## src/hw/rtl/ucgp_pkg.sv

```systemverilog
// Package for the Cyrillic UTF-8 glyph placer.
// Holds the glyph table, byte codes, register indexes and shared types.
// No dependencies; used by ucgp_decode and the top level.
package ucgp_pkg;

  // Lead bytes and special second bytes of two-byte Cyrillic sequences.
  localparam logic [7:0] LeadD0     = 8'hD0;
  localparam logic [7:0] LeadD1     = 8'hD1;
  localparam logic [7:0] YoUpper    = 8'h81;
  localparam logic [7:0] YoLower    = 8'h91;
  localparam logic [7:0] D0LowEnd   = 8'h95;
  localparam logic [7:0] D0MidEnd   = 8'hB6;
  localparam logic [7:0] D0LowBase  = 8'h90;
  localparam logic [7:0] D0MidBase  = 8'h8F;
  localparam logic [7:0] D0HighBase = 8'h8E;
  localparam logic [7:0] D1Base     = 8'h80;
  localparam logic [7:0] D1Offset   = 8'd50;
  localparam logic [7:0] YoUpperIdx = 8'd6;
  localparam logic [7:0] YoLowerIdx = 8'd39;

  // Longest string length used for alignment.
  localparam logic [7:0] MaxStringBytes = 8'd255;
  localparam logic [7:0] CountMax       = 8'd255;

  // Glyph table.
  localparam int unsigned TableLen = 66;
  localparam logic [7:0] CyrTable [TableLen] = '{
    8'd65,  8'd128, 8'd66,  8'd129, 8'd130, 8'd69,  8'd131, 8'd132,
    8'd133, 8'd134, 8'd135, 8'd75,  8'd136, 8'd77,  8'd72,  8'd79,
    8'd137, 8'd80,  8'd67,  8'd84,  8'd138, 8'd139, 8'd88,  8'd140,
    8'd141, 8'd142, 8'd143, 8'd144, 8'd145, 8'd146, 8'd147, 8'd148,
    8'd149, 8'd97,  8'd150, 8'd151, 8'd152, 8'd153, 8'd101, 8'd154,
    8'd155, 8'd156, 8'd157, 8'd158, 8'd159, 8'd160, 8'd161, 8'd162,
    8'd111, 8'd163, 8'd112, 8'd99,  8'd164, 8'd121, 8'd165, 8'd120,
    8'd166, 8'd167, 8'd168, 8'd169, 8'd170, 8'd171, 8'd172, 8'd173,
    8'd174, 8'd175
  };

  // Configuration register indexes.
  typedef enum logic [1:0] {
    CfgOrientation = 2'd0,
    CfgWidthMax    = 2'd1,
    CfgHeightMax   = 2'd2,
    CfgFontWidth   = 2'd3
  } cfg_idx_e;

  // Alignment selector carried with the first byte of a string.
  typedef enum logic [1:0] {
    AlignModeStart  = 2'd0,
    AlignModeRight  = 2'd1,
    AlignModeCentre = 2'd2,
    AlignModeSpare  = 2'd3
  } align_mode_e;

  // Pending lead byte.
  typedef enum logic [1:0] {
    LeadNone = 2'd0,
    LeadIsD0 = 2'd1,
    LeadIsD1 = 2'd2
  } lead_e;

  // Decoder result for one byte.
  typedef struct packed {
    logic [7:0] code;
    logic       bad;
    logic       lead_start;
    lead_e      lead_kind;
  } dec_t;

  // One result item, packed as it leaves on the master side.
  typedef struct packed {
    logic [7:0]         glyph_count;
    logic               bad_sequence;
    logic               draw;
    logic [8:0]         angle_out;
    logic               rotated;
    logic [7:0]         glyph_index;
    logic signed [15:0] pixel_y;
    logic signed [16:0] pixel_x;
    logic [7:0]         glyph_code;
  } res_t;

  typedef struct packed {
    res_t data;
    logic present;
    logic last;
  } out_t;

endpackage

```

## src/hw/rtl/ucgp_decode.sv

```systemverilog
// Byte decoder of the Cyrillic glyph placer: maps a byte and the pending
// lead byte to a glyph code. Depends on ucgp_pkg.
module ucgp_decode (
  input  logic [7:0]     text_byte_i,
  input  ucgp_pkg::lead_e pending_i,
  output ucgp_pkg::dec_t dec_o
);

  logic [7:0] idx;
  logic       in_table;

  // Table index for the second byte of a sequence, in 8-bit wrapping math.
  always_comb begin
    idx = 8'd0;
    if (pending_i == ucgp_pkg::LeadIsD0) begin
      if (text_byte_i == ucgp_pkg::YoUpper) begin
        idx = ucgp_pkg::YoUpperIdx;
      end else if (text_byte_i <= ucgp_pkg::D0LowEnd) begin
        idx = text_byte_i - ucgp_pkg::D0LowBase;
      end else if (text_byte_i < ucgp_pkg::D0MidEnd) begin
        idx = text_byte_i - ucgp_pkg::D0MidBase;
      end else begin
        idx = text_byte_i - ucgp_pkg::D0HighBase;
      end
    end else begin
      if (text_byte_i == ucgp_pkg::YoLower) begin
        idx = ucgp_pkg::YoLowerIdx;
      end else begin
        idx = text_byte_i - ucgp_pkg::D1Base + ucgp_pkg::D1Offset;
      end
    end
  end

  assign in_table = (idx < 8'(ucgp_pkg::TableLen));

  // Classify the byte: lead byte, second byte, or pass-through.
  always_comb begin
    dec_o            = '0;
    dec_o.code       = text_byte_i;
    dec_o.lead_kind  = ucgp_pkg::LeadNone;
    if (text_byte_i[7]) begin
      if (pending_i == ucgp_pkg::LeadNone &&
          (text_byte_i == ucgp_pkg::LeadD0 || text_byte_i == ucgp_pkg::LeadD1)) begin
        dec_o.lead_start = 1'b1;
        dec_o.lead_kind  = (text_byte_i == ucgp_pkg::LeadD0) ? ucgp_pkg::LeadIsD0
                                                            : ucgp_pkg::LeadIsD1;
      end else if (pending_i != ucgp_pkg::LeadNone) begin
        if (in_table) begin
          dec_o.code = ucgp_pkg::CyrTable[idx[6:0]];
        end else begin
          dec_o.bad = 1'b1;
        end
      end
    end
  end

endmodule

```

## src/hw/rtl/utf8_cyrillic_glyph_placer_top.sv

```systemverilog
// Throughput: one byte per cycle while the skid entry is empty; a two-entry output
// stage (register plus skid) lets a byte be taken while a finished result waits for
// the consumer. A byte's result, if it has one, is registered when the byte is accepted.
// Reset (rst_ni low, asynchronous) clears the pending lead byte, glyph counter,
// base x and output valids, and loads the registers with 0, 239, 319 and 8.
// Top level of the Cyrillic glyph placer; depends on ucgp_pkg and ucgp_decode.
module utf8_cyrillic_glyph_placer_top (
  input  logic        clk_i,
  input  logic        rst_ni,
  // Configuration write port.
  input  logic        cfg_we_i,
  input  logic [1:0]  cfg_addr_i,
  input  logic [9:0]  cfg_wdata_i,
  // Input bytes.
  input  logic        s_axis_tvalid,
  output logic        s_axis_tready,
  // text_byte[7:0], string_byte_length[15:8], align_mode[17:16], start_x[33:18],
  // start_y[49:34], angle[58:50], measure_only[59], zero[63:60]
  input  logic [63:0] s_axis_tdata,
  input  logic        s_axis_tlast,   // last_of_string
  input  logic        s_axis_tuser,   // first_of_string
  // Result items.
  output logic        m_axis_tvalid,
  input  logic        m_axis_tready,
  // glyph_code[7:0], pixel_x[24:8], pixel_y[40:25], glyph_index[48:41], rotated[49],
  // angle_out[58:50], draw[59], bad_sequence[60], glyph_count[68:61], zero[71:69]
  output logic [71:0] m_axis_tdata,
  output logic        m_axis_tlast,   // last
  output logic        m_axis_tuser    // glyph_present
);

  // Unpacked input fields.
  logic [7:0]         text_byte;
  logic [7:0]         str_len;
  logic [1:0]         align_mode;
  logic signed [15:0] start_x;
  logic signed [15:0] start_y;
  logic [8:0]         angle;
  logic               measure_only;

  assign text_byte    = s_axis_tdata[7:0];
  assign str_len      = s_axis_tdata[15:8];
  assign align_mode   = s_axis_tdata[17:16];
  assign start_x      = s_axis_tdata[33:18];
  assign start_y      = s_axis_tdata[49:34];
  assign angle        = s_axis_tdata[58:50];
  assign measure_only = s_axis_tdata[59];

  // Configuration registers.
  logic       orient_q;
  logic [9:0] width_max_q;
  logic [9:0] height_max_q;
  logic [6:0] font_width_q;

  always_ff @(posedge clk_i or negedge rst_ni) begin
    if (!rst_ni) begin
      orient_q     <= 1'b0;
      width_max_q  <= 10'd239;
      height_max_q <= 10'd319;
      font_width_q <= 7'd8;
    end else if (cfg_we_i) begin
      unique case (ucgp_pkg::cfg_idx_e'(cfg_addr_i))
        ucgp_pkg::CfgOrientation: orient_q     <= cfg_wdata_i[0];
        ucgp_pkg::CfgWidthMax:    width_max_q  <= cfg_wdata_i;
        ucgp_pkg::CfgHeightMax:   height_max_q <= cfg_wdata_i;
        ucgp_pkg::CfgFontWidth:   font_width_q <= cfg_wdata_i[6:0];
        default: ;
      endcase
    end
  end

  // String state.
  ucgp_pkg::lead_e    pend_q, pend_d, pend_eff;
  logic [7:0]         cnt_q, cnt_d, cnt_eff;
  logic signed [16:0] base_q, base_d, base_eff;

  logic in_acc;
  assign in_acc = s_axis_tvalid && s_axis_tready;

  // Start-of-string alignment span: limit + 1 - length * font width; centre uses half of it.
  logic [9:0]         limit;
  logic [7:0]         len_clamped;
  logic [14:0]        len_prod;
  logic signed [16:0] span;
  logic signed [16:0] span_half;

  assign limit       = orient_q ? height_max_q : width_max_q;
  assign len_clamped = (str_len > ucgp_pkg::MaxStringBytes) ? ucgp_pkg::MaxStringBytes
                                                            : str_len;
  assign len_prod    = 15'(len_clamped * font_width_q);
  assign span        = $signed({6'd0, limit} + 17'd1) - $signed({2'd0, len_prod});
  // Halve, truncating toward zero.
  assign span_half   = $signed(span + 17'(span[16])) >>> 1;

  always_comb begin
    if (s_axis_tuser) begin
      pend_eff = ucgp_pkg::LeadNone;
      cnt_eff  = 8'd0;
      case (ucgp_pkg::align_mode_e'(align_mode))
        ucgp_pkg::AlignModeRight:  base_eff = span;
        ucgp_pkg::AlignModeCentre: base_eff = span_half;
        default:                   base_eff = 17'(start_x);
      endcase
    end else begin
      pend_eff = pend_q;
      cnt_eff  = cnt_q;
      base_eff = base_q;
    end
  end

  // Byte decode.
  ucgp_pkg::dec_t dec;

  ucgp_decode u_decode (
    .text_byte_i (text_byte),
    .pending_i   (pend_eff),
    .dec_o       (dec)
  );

  // Result of the current byte.
  logic               produce;
  logic [14:0]        pos_prod;
  logic signed [16:0] glyph_x;
  logic [7:0]         cnt_next;
  ucgp_pkg::out_t     res;

  assign produce  = !dec.lead_start || s_axis_tlast;
  assign pos_prod = 15'(cnt_eff * font_width_q);
  assign glyph_x  = base_eff + $signed({2'd0, pos_prod});
  assign cnt_next = (cnt_eff < ucgp_pkg::CountMax) ? cnt_eff + 8'd1 : ucgp_pkg::CountMax;

  always_comb begin
    res      = '0;
    res.last = s_axis_tlast;
    if (dec.lead_start) begin
      res.data.glyph_count = cnt_eff;
    end else begin
      res.present           = 1'b1;
      res.data.glyph_code   = dec.code;
      res.data.pixel_x      = (angle == 9'd0) ? glyph_x : base_eff;
      res.data.pixel_y      = start_y;
      res.data.glyph_index  = cnt_eff;
      res.data.rotated      = (angle != 9'd0);
      res.data.angle_out    = angle;
      res.data.draw         = !measure_only;
      res.data.bad_sequence = dec.bad;
      res.data.glyph_count  = cnt_next;
    end
  end

  // Next string state.
  always_comb begin
    pend_d = dec.lead_start ? dec.lead_kind : ucgp_pkg::LeadNone;
    cnt_d  = dec.lead_start ? cnt_eff : cnt_next;
    base_d = base_eff;
  end

  always_ff @(posedge clk_i or negedge rst_ni) begin
    if (!rst_ni) begin
      pend_q <= ucgp_pkg::LeadNone;
      cnt_q  <= 8'd0;
      base_q <= '0;
    end else if (in_acc) begin
      pend_q <= pend_d;
      cnt_q  <= cnt_d;
      base_q <= base_d;
    end
  end

  // Output register with a skid entry.
  logic           main_vld_q, skid_vld_q;
  ucgp_pkg::out_t main_q, skid_q;
  logic           take, push;

  assign take          = m_axis_tvalid && m_axis_tready;
  assign push          = in_acc && produce;
  assign s_axis_tready = !skid_vld_q;

  always_ff @(posedge clk_i or negedge rst_ni) begin
    if (!rst_ni) begin
      main_vld_q <= 1'b0;
      skid_vld_q <= 1'b0;
    end else if (skid_vld_q) begin
      if (take) begin
        skid_vld_q <= 1'b0;
      end
    end else if (push) begin
      if (main_vld_q && !take) begin
        skid_vld_q <= 1'b1;
      end else begin
        main_vld_q <= 1'b1;
      end
    end else if (take) begin
      main_vld_q <= 1'b0;
    end
  end

  always_ff @(posedge clk_i) begin
    if (skid_vld_q) begin
      if (take) begin
        main_q <= skid_q;
      end
    end else if (push) begin
      if (main_vld_q && !take) begin
        skid_q <= res;
      end else begin
        main_q <= res;
      end
    end
  end

  assign m_axis_tvalid = main_vld_q;
  assign m_axis_tdata  = {3'd0, main_q.data};
  assign m_axis_tlast  = main_q.last;
  assign m_axis_tuser  = main_q.present;

endmodule

```

## config.mk

```make
export PLATFORM = sky130hd
export DESIGN_NAME = utf8_cyrillic_glyph_placer_top
export DESIGN_NICKNAME = d
export VERILOG_FILES = /design/src/hw/rtl/ucgp_pkg.sv /design/src/hw/rtl/ucgp_decode.sv /design/src/hw/rtl/utf8_cyrillic_glyph_placer_top.sv
export SDC_FILE = /design/constraint.sdc
export NUM_CORES = 1
export LEC_CHECK = 0
export BUFFER_PORTS_ARGS = -buffer_cell sky130_fd_sc_hd__buf_2
export CAP_MARGIN = 20
export CORE_MARGIN = 3
export CORE_UTILIZATION = 40
export DETAILED_ROUTE_END_ITERATION = 12
export GPL_TIMING_DRIVEN = 0
export PLACE_DENSITY = 0.56
export SLEW_MARGIN = 20
export SYNTH_ARGS = -nofsm -noshare
export SYNTH_HDL_FRONTEND = slang
export SYNTH_SLANG_ARGS = --single-unit
```

## constraint.sdc

```tcl
create_clock -name clk_i -period 6.9 [get_ports clk_i]
set_input_delay 1.38 -clock clk_i [delete_from_list [all_inputs] [get_ports clk_i]]
set_output_delay 1.38 -clock clk_i [all_outputs]
set_load 0.1 [all_outputs]
```

### Yosys cells after proc, flatten, opt, wreduce, memory -nomap -nowiden

Memory sizes are Yosys's and may differ from the RTL's.
Index checks and enable logic that the tools add are counted.

| storage, ports and cells | value |
|---|---|
| flip-flop bits (word level) | 199 |
| memory bits (read-only) | 1,024 |
| output and inout port bits | 76 |
| logic and storage cells | 126 |
| memories kept | 1 |

| operators by class | value |
|---|---|
| add/sub/neg operators | 10 |
| multipliers | 2 |
| order comparisons | 6 |
| equality and inequality tests | 13 |
| muxes and demuxes | 36 |
| bitwise logic cells | 2 |
| reductions and logical operators | 25 |

Memory list:

| name | depth | width | read ports | clocked after memory_dff | wr ports | RTL line | source |
|---|---|---|---|---|---|---|---|
| (name not given) | 128 | 8 | 1 | 0 | 0 | ucgp_decode.sv:49 | `dec_o.code = ucgp_pkg::CyrTable[idx[6:0]];` |

Operators with widths:

| operator | number |
|---|---|
| $mux W71 | 4 |
| $mux W8 | 12 |
| $mux W62 | 1 |
| $mux W17 | 2 |
| $pmux W17 S2 | 1 |
| $eq A8 B8 Y1 const B | 4 |
| $sub A8 B8 Y8 const B | 4 |
| $mul A8 B7 Y15 | 2 |
| $mux W9 | 2 |
| $add A16 B2 Y17 | 1 |
| $add A17 B16 Y17 | 1 |
| $lt A8 B8 Y1 const B | 2 |
| $sub A11 B15 Y16 | 1 |
| $mux W12 | 1 |
| $add A10 B1 Y11 const B | 1 |
| $mux W10 | 1 |
| $logic_not A9 Y1 | 1 |
| $reduce_and A3 Y1 | 3 |
| $reduce_bool A9 Y1 | 1 |
| $add A8 B1 Y8 const B | 1 |
| $add A8 B6 Y8 const B | 1 |
| $ge A8 B8 Y1 const B | 1 |
| $gt A8 B8 Y1 const B | 1 |
| $le A8 B8 Y1 const B | 1 |
| other kinds (16) | 44 |

### Logic depth before layout (Yosys ltp)

| logic depth | value |
|---|---|
| depth in word-level cells | 18 |
| gate-level depth with buffers | 34 |
| mapped depth without buffers | 33 |

### Hierarchy

Synthesis repeated with hierarchy kept, for this count alone.

| second synthesis, totals | value |
|---|---|
| cell total of the unflattened synthesis | 1,638 |
| area, all modules | 16,087.9 um^2 |

Modules (own cells, without submodules):

| module | instances | cells an instance | area each (um^2) |
|---|---|---|---|
| utf8_cyrillic_glyph_placer_top | 1 | 1,407 | 14,435.1 |
| ucgp_decode | 1 | 231 | 1,652.8 |

### Worst setup path before layout

No wires, ideal clock.

| timing path | value |
|---|---|
| kind | input -> register |
| start point | input port s_axis_tdata[10] |
| end point | register main_q (netlist bit m_axis_tdata[22]), data pin |
| arrival | 7.873 ns |
| required time | 6.644 ns |
| path slack | -1.229 ns |
| stages | 29 |
| path buffers | 0 |
| path through | and2_1 fa_1 inv_1 fa_1 inv_1 ha_1 fa_1 inv_1 ha_1 fa_1 a211oi_1 o21ai_0 nand3_1 a21boi_0 nor3_1 ha_1 nand4_1 or3b_2 xnor2_1 a221oi_1 o22ai_1 ha_1 and3_1 nand3_1 o221ai_1 a21oi_1 xnor2_1 mux2_2 a22o_1 |

| on the way | value |
|---|---|
| cells in the longest elaborated chain, start to end | 13 |

Ends and longest elaborated chain:

| element | RTL line | source |
|---|---|---|
| start: declaration | utf8_cyrillic_glyph_placer_top.sv:19 | `input logic [63:0] s_axis_tdata,` |
| $gt A8 B8 Y1 | utf8_cyrillic_glyph_placer_top.sv:88 | `assign len_clamped = (str_len > ucgp_pkg::MaxStringBytes) ? ucgp_pkg::MaxStringBytes` |
| $mux W8 (*) | utf8_cyrillic_glyph_placer_top.sv:88 |  |
| $mul A8 B7 Y15 (*) | utf8_cyrillic_glyph_placer_top.sv:90 | `assign len_prod = 15'(len_clamped * font_width_q);` |
| $sub A11 B15 Y16 (*) | utf8_cyrillic_glyph_placer_top.sv:91 | `assign span = $signed({6'd0, limit} + 17'd1) - $signed({2'd0, len_prod});` |
| $add A16 B2 Y17 | utf8_cyrillic_glyph_placer_top.sv:93 | `assign span_half = $signed(span + 17'(span[16])) >>> 1;` |
| $pmux W17 S2 (*) | utf8_cyrillic_glyph_placer_top.sv:99 | `case (ucgp_pkg::align_mode_e'(align_mode))` |
| $mux W17 (*) | utf8_cyrillic_glyph_placer_top.sv:96 | `if (s_axis_tuser) begin` |
| named net base_d[11] | utf8_cyrillic_glyph_placer_top.sv:75 | `logic signed [16:0] base_q, base_d, base_eff;` |
| $add A17 B16 Y17 (*) | utf8_cyrillic_glyph_placer_top.sv:129 | `assign glyph_x = base_eff + $signed({2'd0, pos_prod});` |
| $mux W17 (*) | utf8_cyrillic_glyph_placer_top.sv:140 | `res.data.pixel_x = (angle == 9'd0) ? glyph_x : base_eff;` |
| $mux W62 (*) | utf8_cyrillic_glyph_placer_top.sv:135 | `if (dec.lead_start) begin` |
| $mux W71 (*) | utf8_cyrillic_glyph_placer_top.sv:204 | `if (main_vld_q && !take) begin` |
| $mux W71 (*) | utf8_cyrillic_glyph_placer_top.sv:203 | `end else if (push) begin` |
| $mux W71 (*) | utf8_cyrillic_glyph_placer_top.sv:199 | `if (skid_vld_q) begin` |
| end signal: assignment | utf8_cyrillic_glyph_placer_top.sv:201 | `main_q <= skid_q;` |
| end signal: assignment | utf8_cyrillic_glyph_placer_top.sv:207 | `main_q <= res;` |
| end: declaration | utf8_cyrillic_glyph_placer_top.sv:172 | `ucgp_pkg::out_t main_q, skid_q;` |

The timed path passes the listed nets; every way through them passes the cells marked *. The select of a mux whose other input is x is not followed.
A chain may end at the register's enable or synchronous reset.

### Worst setup path after layout

| timing path | value |
|---|---|
| start point | input port s_axis_tdata[13] |
| end point | register main_q (netlist bit m_axis_tdata[22]), data pin |

Same word-level chain as after synthesis.

==> out/qor.yml <==
nFillCells: 3544
clock-skew-final_ns: 0.0151
dp_hpwl_mm: 32.7
pre_cts_ws_ns: -2.01
fp.dieArea_um2: 41200
yosys.cell_types.count: 84
tightest_slew_ns: 0.839
stdcell_area_um2: 19000
ys_seq_area_share_pct: 36.8
n_antenna_cell: 0
via_count: 12500
nets: 2050
track_usage_pct: 20.9
syn_area_um2: 15500
numCtsBuffers: 17
drv_slew: 0
final_cell_mix: "nand2_1 (185), inv_1 (165), buf_2 (149)"
wl_per_cell_um: 18.7
io_buffers: 150
crit_arrival_ns: 7.87
ios: 159
first_pass_iters: 6
violations: "negative setup slack"
fin_setup_tns_ns: -15.83
clkTransAtPathRegs_ns: 0.08
startpoint_type: "input port"
cts_tree: "yes"
crit_fanout: 7
fmax_mhz: 130
period_needed_ns: 7.68
globalplace.congestion: 0.885
holdBufCountCts: 0
grt_pass1_wl_mm: 69.0
max_stage_delay_ns: 0.56
fin_crit_sh_pct: 111
grt_max_degree: 58
drc: 0
die_height_um: 203
initialDrtViolationCount: 752
layout_commonest_cell: "nand2_1"
setup_viol: 28
overflow: 0
rsz0062_at_grt: "yes"
async_flop_share_pct: 28.6
seq_area_um2: 5710
final_hold_viol_count: 0
clock_latency_ns: 0.44
row_count: 71
crit_required_ns: 7.10
synthFlopType: "edfxtp_1"
syn_area_per_cell_um2: 9.91
critical_path_class: "input port to flip-flop"
ys_ff_latch: 199
syn_inst: 1564
whs_ns: 0.480
ctsLongestPathBuffers: 2
die_w_um: 203
multi_input_area_um2: 9710
antenna_left: 0
synth-edff-count: 142
clockRootBuffer: "clkbuf_16"
wirelength_mm: 43.2
crit_top_cell: "ha_4"
core_um2: 37900
syn2layout_area_growth_pct: 22.6
cap_viol_max_count: 0
fin_ws_ns: -0.777
cp_slowest_cell: "fa_2"
drive_gt1_share_pct: 28.8
status: "complete, but fails checks"
vias_per_cell: 5.41
postPlaceCellArea_um2: 17200
cp-end-kind: "flip-flop"
grt_pass1_vias: 12700
start_util_pct: 40.9
clock-sinks: 199
slew_headroom_pct: 44.1
cts_max_level: 4
yosys_warnings: 0
hold_class: "flip-flop to flip-flop"
antenna_found_initial: 0
[final timing paths]
kind | cells after the start | slack [ns] | start | to
max in group asynchronous | 1 | 5.29 | rst_ni | font_width_q[6]
setup reg to reg | 29 | -0.68 | font_width_q[5] | m_axis_tdata[22]
setup / recovery | 30 | -0.78 | s_axis_tdata[13] | m_axis_tdata[22]
hold / removal | 2 | 0.48 | base_q[7] | base_q[7]
min in group asynchronous | 1 | 1.02 | rst_ni | width_max_q[8]
hold reg to reg | 2 | 0.48 | base_q[7] | base_q[7]
[through the flow]
stage	instances	util (%)
finish	2311	50.1
detailed placement	2232	45.4
CTS	2309	49.4
floorplan	1566	-
global placement	2227	45.0
global route	2311	50.1
[synthesized netlist by cell type (18+ instances only)]
cell,n,share of area [%]
ha_1,109,8.8
a21oi_1,58,1.9
nand2_1,193,4.7
nor2_1,60,1.5
a31oi_1,18,0.73
clkbuf_1,60,1.5
nor3_1,20,0.65
fa_1,71,9.2
and2_1,85,3.4
nor2b_1,20,0.81
mux2_2,91,6.6
xnor2_1,34,1.9
dfrtp_1,42,6.8
inv_1,173,4.2
edfxtp_1,142,28
o21ai_0,57,1.8
nand3_1,27,0.87
[kinds of logic after synthesis]
| group | after synthesis | synth area share (%) |
|---|---|---|
| other | 1 | 0.0242 |
| flip-flops | 199 | 36.8 |
| AND/OR/NAND/NOR | 476 | 15.2 |
| adder cells (fa/ha/maj) | 180 | 18.0 |
| AO/OA/AOI/OAI | 303 | 13.6 |
| multiplexers | 102 | 7.32 |
| XOR/XNOR | 48 | 2.71 |
| buffers and inverters | 255 | 6.42 |
[metal layers]
metal | global-route usage, % | vias to the layer above | wire [µm]
met5 | 0 | - | 0
met4 | 5.84 | 0 | 891
met3 | 2.87 | 51 | 2320
met2 | 35.4 | 350 | 20900
met1 | 28.3 | 6176 | 19000
li1 | - | 5926 | -
[cell type report]
| type | count | share of cell area (%) |
|---|---|---|
| Timing Repair Buffer | 205 | 7.05 |
| Clock inverter | 15 | 0.909 |
| Sequential cell | 199 | 30.0 |
| Inverter | 176 | 3.48 |
| Multi-Input combinational cell | 1112 | 51.1 |
| Tap cell | 511 | 3.36 |
| Buffer | 76 | 1.82 |
| Clock buffer | 17 | 2.24 |
[flip-flops by register name (all words and copies together) (netlist names)]
register,cells
font_width_q,7
height_max_q,10
pend_q,2
orient_q,1
width_max_q,10
skid_q,71
cnt_q,8
m_axis_tdata,69
m_axis_tuser,1
m_axis_tlast,1
m_axis_tvalid,1
skid_vld_q,1
base_q,17
[worst max-delay path: cells and delay by family]
kind | cells | cell delay, ns
xor gates and xnor gates | 2 | 0.21
muxes | 1 | 0.28
adders and majority gates | 7 | 2.85
and+or+nand+nor | 5 | 0.78
AOI/OAI and AO/OA | 10 | 1.92
buffers and inverters | 5 | 0.43
[what timing repair did]
item	4_1_cts	5_1_grt
gates resized for setup	117	68
pin swaps	59	64
buffers inserted	60	16
endpoints found under the hold margin	0	0
endpoints found under the setup margin	32	32
Power is not shown: default switching activity piles up to over one toggle a cycle in this logic, so the estimate is an artifact.
